===== src/sv/stack_machine_execute_unit_assert.svh =====
// Assertion macros used by the stack machine execute unit RTL.
`ifndef STACK_MACHINE_EXECUTE_UNIT_ASSERT_SVH
`define STACK_MACHINE_EXECUTE_UNIT_ASSERT_SVH

`ifndef SYNTHESIS
// A condition that must hold at every clock edge outside reset.
`define SMEU_ASSERT(lbl, cond) \
	lbl: assert property (@(posedge clk) disable iff (!arst_n) (cond)) \
		else $error("smeu invariant violated");
// An implication whose consequent is checked in the cycle after the antecedent.
`define SMEU_ASSERT_NEXT(lbl, pre, post) \
	lbl: assert property (@(posedge clk) disable iff (!arst_n) (pre) |=> (post)) \
		else $error("smeu sequence violated");
`else
`define SMEU_ASSERT(lbl, cond)
`define SMEU_ASSERT_NEXT(lbl, pre, post)
`endif

`endif


===== src/sv/smeu_pkg.sv =====
// Types, codes and default sizes for the stack machine execute unit.
`timescale 1ns / 1ps
package smeu_pkg;

	// Default sizes.
	localparam int STACK_DEPTH    = 64;
	localparam int CALL_DEPTH     = 16;
	localparam int REGISTER_COUNT = 8;
	localparam int INDEX_WIDTH    = 16;

	// Field widths of the words on the two channels.
	localparam int FUNC_W   = 5;
	localparam int DATA_W   = 64;
	localparam int REG_W    = 3;
	localparam int FIELD_IW = 16;
	localparam int STATUS_W = 3;

	// Opcodes.
	typedef enum logic [FUNC_W-1:0] {
		OP_PUSH    = 5'd0,
		OP_PUSHREG = 5'd1,
		OP_POPREG  = 5'd2,
		OP_ADD     = 5'd3,
		OP_SUB     = 5'd4,
		OP_MUL     = 5'd5,
		OP_DIV     = 5'd6,
		OP_SQRT    = 5'd7,
		OP_OUT     = 5'd8,
		OP_JMP     = 5'd9,
		OP_JB      = 5'd10,
		OP_JBE     = 5'd11,
		OP_JE      = 5'd12,
		OP_JNE     = 5'd13,
		OP_JA      = 5'd14,
		OP_JAE     = 5'd15,
		OP_CALL    = 5'd16,
		OP_RET     = 5'd17
	} op_t;

	// Status codes.
	typedef enum logic [STATUS_W-1:0] {
		ST_OK        = 3'd0,
		ST_UNDERFLOW = 3'd1,
		ST_OVERFLOW  = 3'd2,
		ST_DIV_ZERO  = 3'd3,
		ST_NEG_SQRT  = 3'd4,
		ST_RET_ERR   = 3'd5
	} status_t;

	// Operations of the shared multi-cycle arithmetic unit.
	typedef enum logic [1:0] {
		ITER_MUL  = 2'd0,
		ITER_DIV  = 2'd1,
		ITER_SQRT = 2'd2
	} iter_op_t;

	// Request from the sequencer to the arithmetic unit.
	typedef struct packed {
		logic     start;
		iter_op_t op;
	} iter_req_t;

endpackage


===== src/sv/smeu_iter.sv =====
// Shared multi-cycle unit: 64-bit multiply, signed divide and integer square root.
`timescale 1ns / 1ps
module smeu_iter (
	input  logic                clk,
	input  logic                arst_n,
	input  smeu_pkg::iter_req_t req,
	input  logic [63:0]         a,
	input  logic [63:0]         b,
	output logic                done,
	output logic [63:0]         result
);

	logic                 busy_q;
	logic                 done_q;
	smeu_pkg::iter_op_t   op_q;
	logic [6:0]           cnt_q;
	logic                 neg_q;
	logic [63:0]          x_q;
	logic [63:0]          y_q;
	logic [64:0]          r_q;
	logic [63:0]          q_q;

	logic [64:0] div_rs;
	logic [34:0] sq_rs;
	logic [34:0] sq_trial;
	logic [31:0] mul_a;
	logic [31:0] mul_b;
	logic [63:0] mul_p;

	// Step datapaths: one quotient bit, one root bit, or one partial product.
	always_comb begin
		div_rs   = {r_q[63:0], x_q[63]};
		sq_rs    = {r_q[32:0], x_q[63:62]};
		sq_trial = {1'b0, q_q[31:0], 2'b01};
		mul_a    = (cnt_q == 7'd0) ? x_q[63:32] : x_q[31:0];
		mul_b    = (cnt_q == 7'd1) ? y_q[63:32] : y_q[31:0];
		mul_p    = 64'(mul_a) * 64'(mul_b);
	end

	// Control and operand registers.
	always_ff @(posedge clk or negedge arst_n) begin
		if (!arst_n) begin
			busy_q <= 1'b0;
			done_q <= 1'b0;
			op_q   <= smeu_pkg::ITER_MUL;
			cnt_q  <= '0;
		end else begin
			done_q <= 1'b0;
			if (req.start) begin
				busy_q <= 1'b1;
				op_q   <= req.op;
				unique case (req.op)
					smeu_pkg::ITER_DIV:  cnt_q <= 7'd63;
					smeu_pkg::ITER_SQRT: cnt_q <= 7'd31;
					default:             cnt_q <= 7'd2;
				endcase
			end else if (busy_q) begin
				if (cnt_q == 7'd0) begin
					busy_q <= 1'b0;
					done_q <= 1'b1;
				end else begin
					cnt_q <= cnt_q - 7'd1;
				end
			end
		end
	end

	// Datapath registers.
	always_ff @(posedge clk) begin
		if (req.start) begin
			r_q   <= '0;
			q_q   <= '0;
			neg_q <= a[63] ^ b[63];
			if (req.op == smeu_pkg::ITER_DIV) begin
				x_q <= a[63] ? (64'd0 - a) : a;
				y_q <= b[63] ? (64'd0 - b) : b;
			end else begin
				x_q <= a;
				y_q <= b;
			end
		end else if (busy_q) begin
			unique case (op_q)
				smeu_pkg::ITER_DIV: begin
					x_q <= {x_q[62:0], 1'b0};
					if (div_rs >= {1'b0, y_q}) begin
						r_q <= div_rs - {1'b0, y_q};
						q_q <= {q_q[62:0], 1'b1};
					end else begin
						r_q <= div_rs;
						q_q <= {q_q[62:0], 1'b0};
					end
				end
				smeu_pkg::ITER_SQRT: begin
					x_q <= {x_q[61:0], 2'b00};
					if (sq_rs >= sq_trial) begin
						r_q <= 65'(sq_rs - sq_trial);
						q_q <= {q_q[62:0], 1'b1};
					end else begin
						r_q <= 65'(sq_rs);
						q_q <= {q_q[62:0], 1'b0};
					end
				end
				default: begin
					if (cnt_q == 7'd2) begin
						q_q <= mul_p;
					end else begin
						q_q <= q_q + {mul_p[31:0], 32'd0};
					end
				end
			endcase
		end
	end

	// Quotient sign is applied on the way out.
	assign done   = done_q;
	assign result = (op_q == smeu_pkg::ITER_DIV && neg_q) ? (64'd0 - q_q) : q_q;

endmodule


===== config.mk =====
export PLATFORM = sky130hd
export DESIGN_NAME = smeu_iter
export DESIGN_NICKNAME = d
export VERILOG_FILES = /design/src/sv/stack_machine_execute_unit_assert.svh /design/src/sv/smeu_pkg.sv /design/src/sv/smeu_iter.sv
export SDC_FILE = /design/constraint.sdc
export NUM_CORES = 2
export LEC_CHECK = 0
export BUFFER_PORTS_ARGS = -buffer_cell sky130_fd_sc_hd__buf_2
export CAP_MARGIN = 25
export CORE_MARGIN = 3
export CORE_UTILIZATION = 47
export CTS_CLUSTER_SIZE = 40
export DETAILED_ROUTE_END_ITERATION = 6
export SYNTH_ARGS = -nofsm -noshare
export SYNTH_HDL_FRONTEND = slang
export SYNTH_SLANG_ARGS = --single-unit

===== constraint.sdc =====
create_clock -name clk -period 11.96 [get_ports clk]
set_clock_uncertainty 0.1 [all_clocks]
set_input_delay 1.196 -clock clk [delete_from_list [all_inputs] [get_ports clk]]
set_output_delay 1.196 -clock clk [all_outputs]
set_load 0.05 [all_outputs]

==> reports/results.ini <==
[critical_path]
critPathMaxFanout = 34
cp-end-kind = flip-flop
slowest_delay_ns = 0.72
required_ns = 12.28
slowest_stage = mux2_2
critPathLaunchType = flip-flop
critPathBufInv = 6
cp_top_family = adder cells
cpMostUsedCell = fa_1
worstSetupPathType = reg -> reg
arrival_ns = 11.60

[clocking]
clockRootBuffer = clkbuf_16
cts_buffers = 34
holdBufCountCts = 0
clk_latency_ns = 0.58
postCtsSetupBuffers = 0
cts_tree = done
cts.sinks = 268
cts_buffer_depth = 3
clk_pin_slew_ns = 0.07
h-tree-depth = 2

[die]
die_y_microns = 354
die_x_microns = 354
die-area_sq_mm = 0.125
ioPinCount = 198
rows = 126
initial_core_util = 0.477
core_region_area_sq_mm = 0.119

[global_route]
grt_pass1_wl_microns = 324000
gr-usage-all-layers = 0.343
grt_max_degree = 122
grt-ovfl-total = 0
antenna_found_initial = 12
grt_pass1_vias = 50480

[synthesis]
synth_top_cells_by_count = 1,028 x inv_1, 991 x nand2_1, 898 x fa_1
yosysMostFrequentCell = inv_1
syn_area_sq_mm = 0.0568
synth_largest_type_area_fraction = 0.317
yosys-top-cells-area = fa_1 32%, ha_1 8.9%, edfxtp_1 6.8%
netlist_instances = 6851
synth_flop_cell = edfxtp_1
synthArstFlopShare = 0.0410
yosys.area.top_type = fa_1
ys_types = 83
ys_warn_count = 0
seq_area_frac_synth = 0.118
syn_nets = 8286
synth_area_per_cell_sq_um = 8.29
synth_edf_count = 129
synth-seq-cells = 268

[final_layout]
syn2layout_area_growth_pct = 7.13
seq_area_sq_mm = 0.00671
multi_input_area_sq_mm = 0.0451
drive_above_1_share = 0.0720
nFillCells = 11570
finish.net_count = 8297

[sta]
fmax_ghz = 0.0886
worst_pin_slew_ns = 1.14
rsz0062_at_grt = false
finalSetupTns_ns = 0
slew-limit-headroom = 0.226
setup_viol = 0
final.min_clock_period_ns = 11.28
drv_slew = 0
finalCritPeriodShare = 0.943
hold_viol = 0

[placement]
globalplace.congestion = 1.00
port_buffers = 197
dpl.hpwl_microns = 177000

[routing]
drt_pass1_iterations = 6
post_drt_wl_per_cell_microns = 25.6
routed-via-count = 50838
drc_errors = 0
postRouteAntennaNets = 0
vias_per_cell = 5.98
drt_wl_total_microns = 217000
drtIter0Drc = 4831

[run_status]
status = complete, no violations

[job]
maxCapViolCount = 0

[worst_hold_path]
min_path_type = in -> async

through the flow:
stage | hold slack (ns) | area, sq um | instances | utilization | worst slack [ns]
global placement | 0.370 | 59600 | 8412 | 0.500 | 0.474
detailed placement | 0.376 | 59600 | 8418 | 0.501 | 0.564
CTS | 0.367 | 60700 | 8480 | 0.510 | 0.529
finish | 0.382 | 60800 | 8495 | 0.511 | 0.677
global route | 0.384 | 60800 | 8489 | 0.511 | 0.0658
floorplan | 0.325 | 56800 | 6851 | - | 2.00
cell usage in the layout, fill, tap and decap left out, drive strengths merged, types with 14 or more instances in the layout:
cell type,netlist,routed
a2111oi,14,14
a211oi,130,130
a21o,116,116
a21oi,349,349
a221oi,49,49
a31oi,48,48
and2,43,43
and3,47,47
buf,29,333
clkbuf,331,43
dfxtp,128,128
edfxtp,129,129
fa,898,898
ha,404,404
inv,1028,1031
mux2,33,33
mux2i,97,97
nand2,992,992
nand2b,30,30
nand3,82,83
nand4,57,57
nor2,656,656
nor2b,29,29
nor3,92,92
nor4,38,38
o211ai,37,37
o21a,26,26
o21ai,266,266
o21bai,42,42
o31ai,53,53
o41ai,19,19
or3,29,29
or4,20,20
xnor2,219,219
xor2,128,128
registers in the layout, indices dropped and copies added (netlist names):
signal,count
y_q,64
done,1
x_q,64
cnt_q,7
busy_q,1
r_q,64
neg_q,1
q_q,64
op_q,2
worst register-to-register path, delay by kind of cell (launching register included):
kind                     cells  cell delay, ns
multiplexers                 1            0.72
flip-flops                   1            0.41
buffers and inverters        6            0.72
XOR/XNOR                     2            0.69
adder cells (fa/ha/maj)     10            4.55
AND/OR/NAND/NOR              9            2.41
AO/OA/AOI/OAI                8            1.52
path summary, 6_finish.rpt:
path / start / end / slack (ns) / depth (start not counted)
worst max register to register: cnt_q[2] / q_q[63] / 0.68 / 36
worst max-delay path: cnt_q[2] / q_q[63] / 0.68 / 36
min in group clk: r_q[48] / r_q[48] / 0.40 / 2
worst min register to register: r_q[48] / r_q[48] / 0.40 / 2
max in group asynchronous: arst_n / busy_q / 11.14 / 1
worst min-delay path: arst_n / done / 0.38 / 1
routing by layer:
metal / wire (microns) / part of all wire / track usage
met1: 91300 / 0.42 / 0.476
met2: 91900 / 0.42 / 0.508
met3: 22300 / 0.10 / 0.0823
met4: 12000 / 0.055 / 0.154
met5: 13 / 0.000060 / 0
kinds of logic (layout without fill, tap and decap cells):
kind of cell | Yosys count | in the layout | share of synthesized area
compound gates | 1268 | 1268 | 0.144
fa+ha+maj | 1302 | 1302 | 0.406
simple gates | 2147 | 2148 | 0.162
flops | 268 | 268 | 0.118
xor+xnor | 348 | 348 | 0.0539
mux | 130 | 130 | 0.0236
buf+inv | 1388 | 1424 | 0.0919
other cells | 0 | 7 | 0
repair_timing:
action / 4_1_cts / 5_1_grt
resized for setup: 0 / 7
setup endpoints to repair: 0 / 2
hold endpoints to repair: 0 / 0
final cells by class:
type / count / share of cell area
Multi-Input combinational cell: 5196 / 0.741
Clock buffer: 42 / 0.0148
Sequential cell: 268 / 0.110
Timing Repair Buffer: 334 / 0.0341
Inverter: 1028 / 0.0634
Antenna cell: 7 / 0.000288
Clock inverter: 20 / 0.00263
Tap cell: 1600 / 0.0329
Power is not shown: default switching activity piles up to over one toggle a cycle in this logic, so the estimate is an artifact.
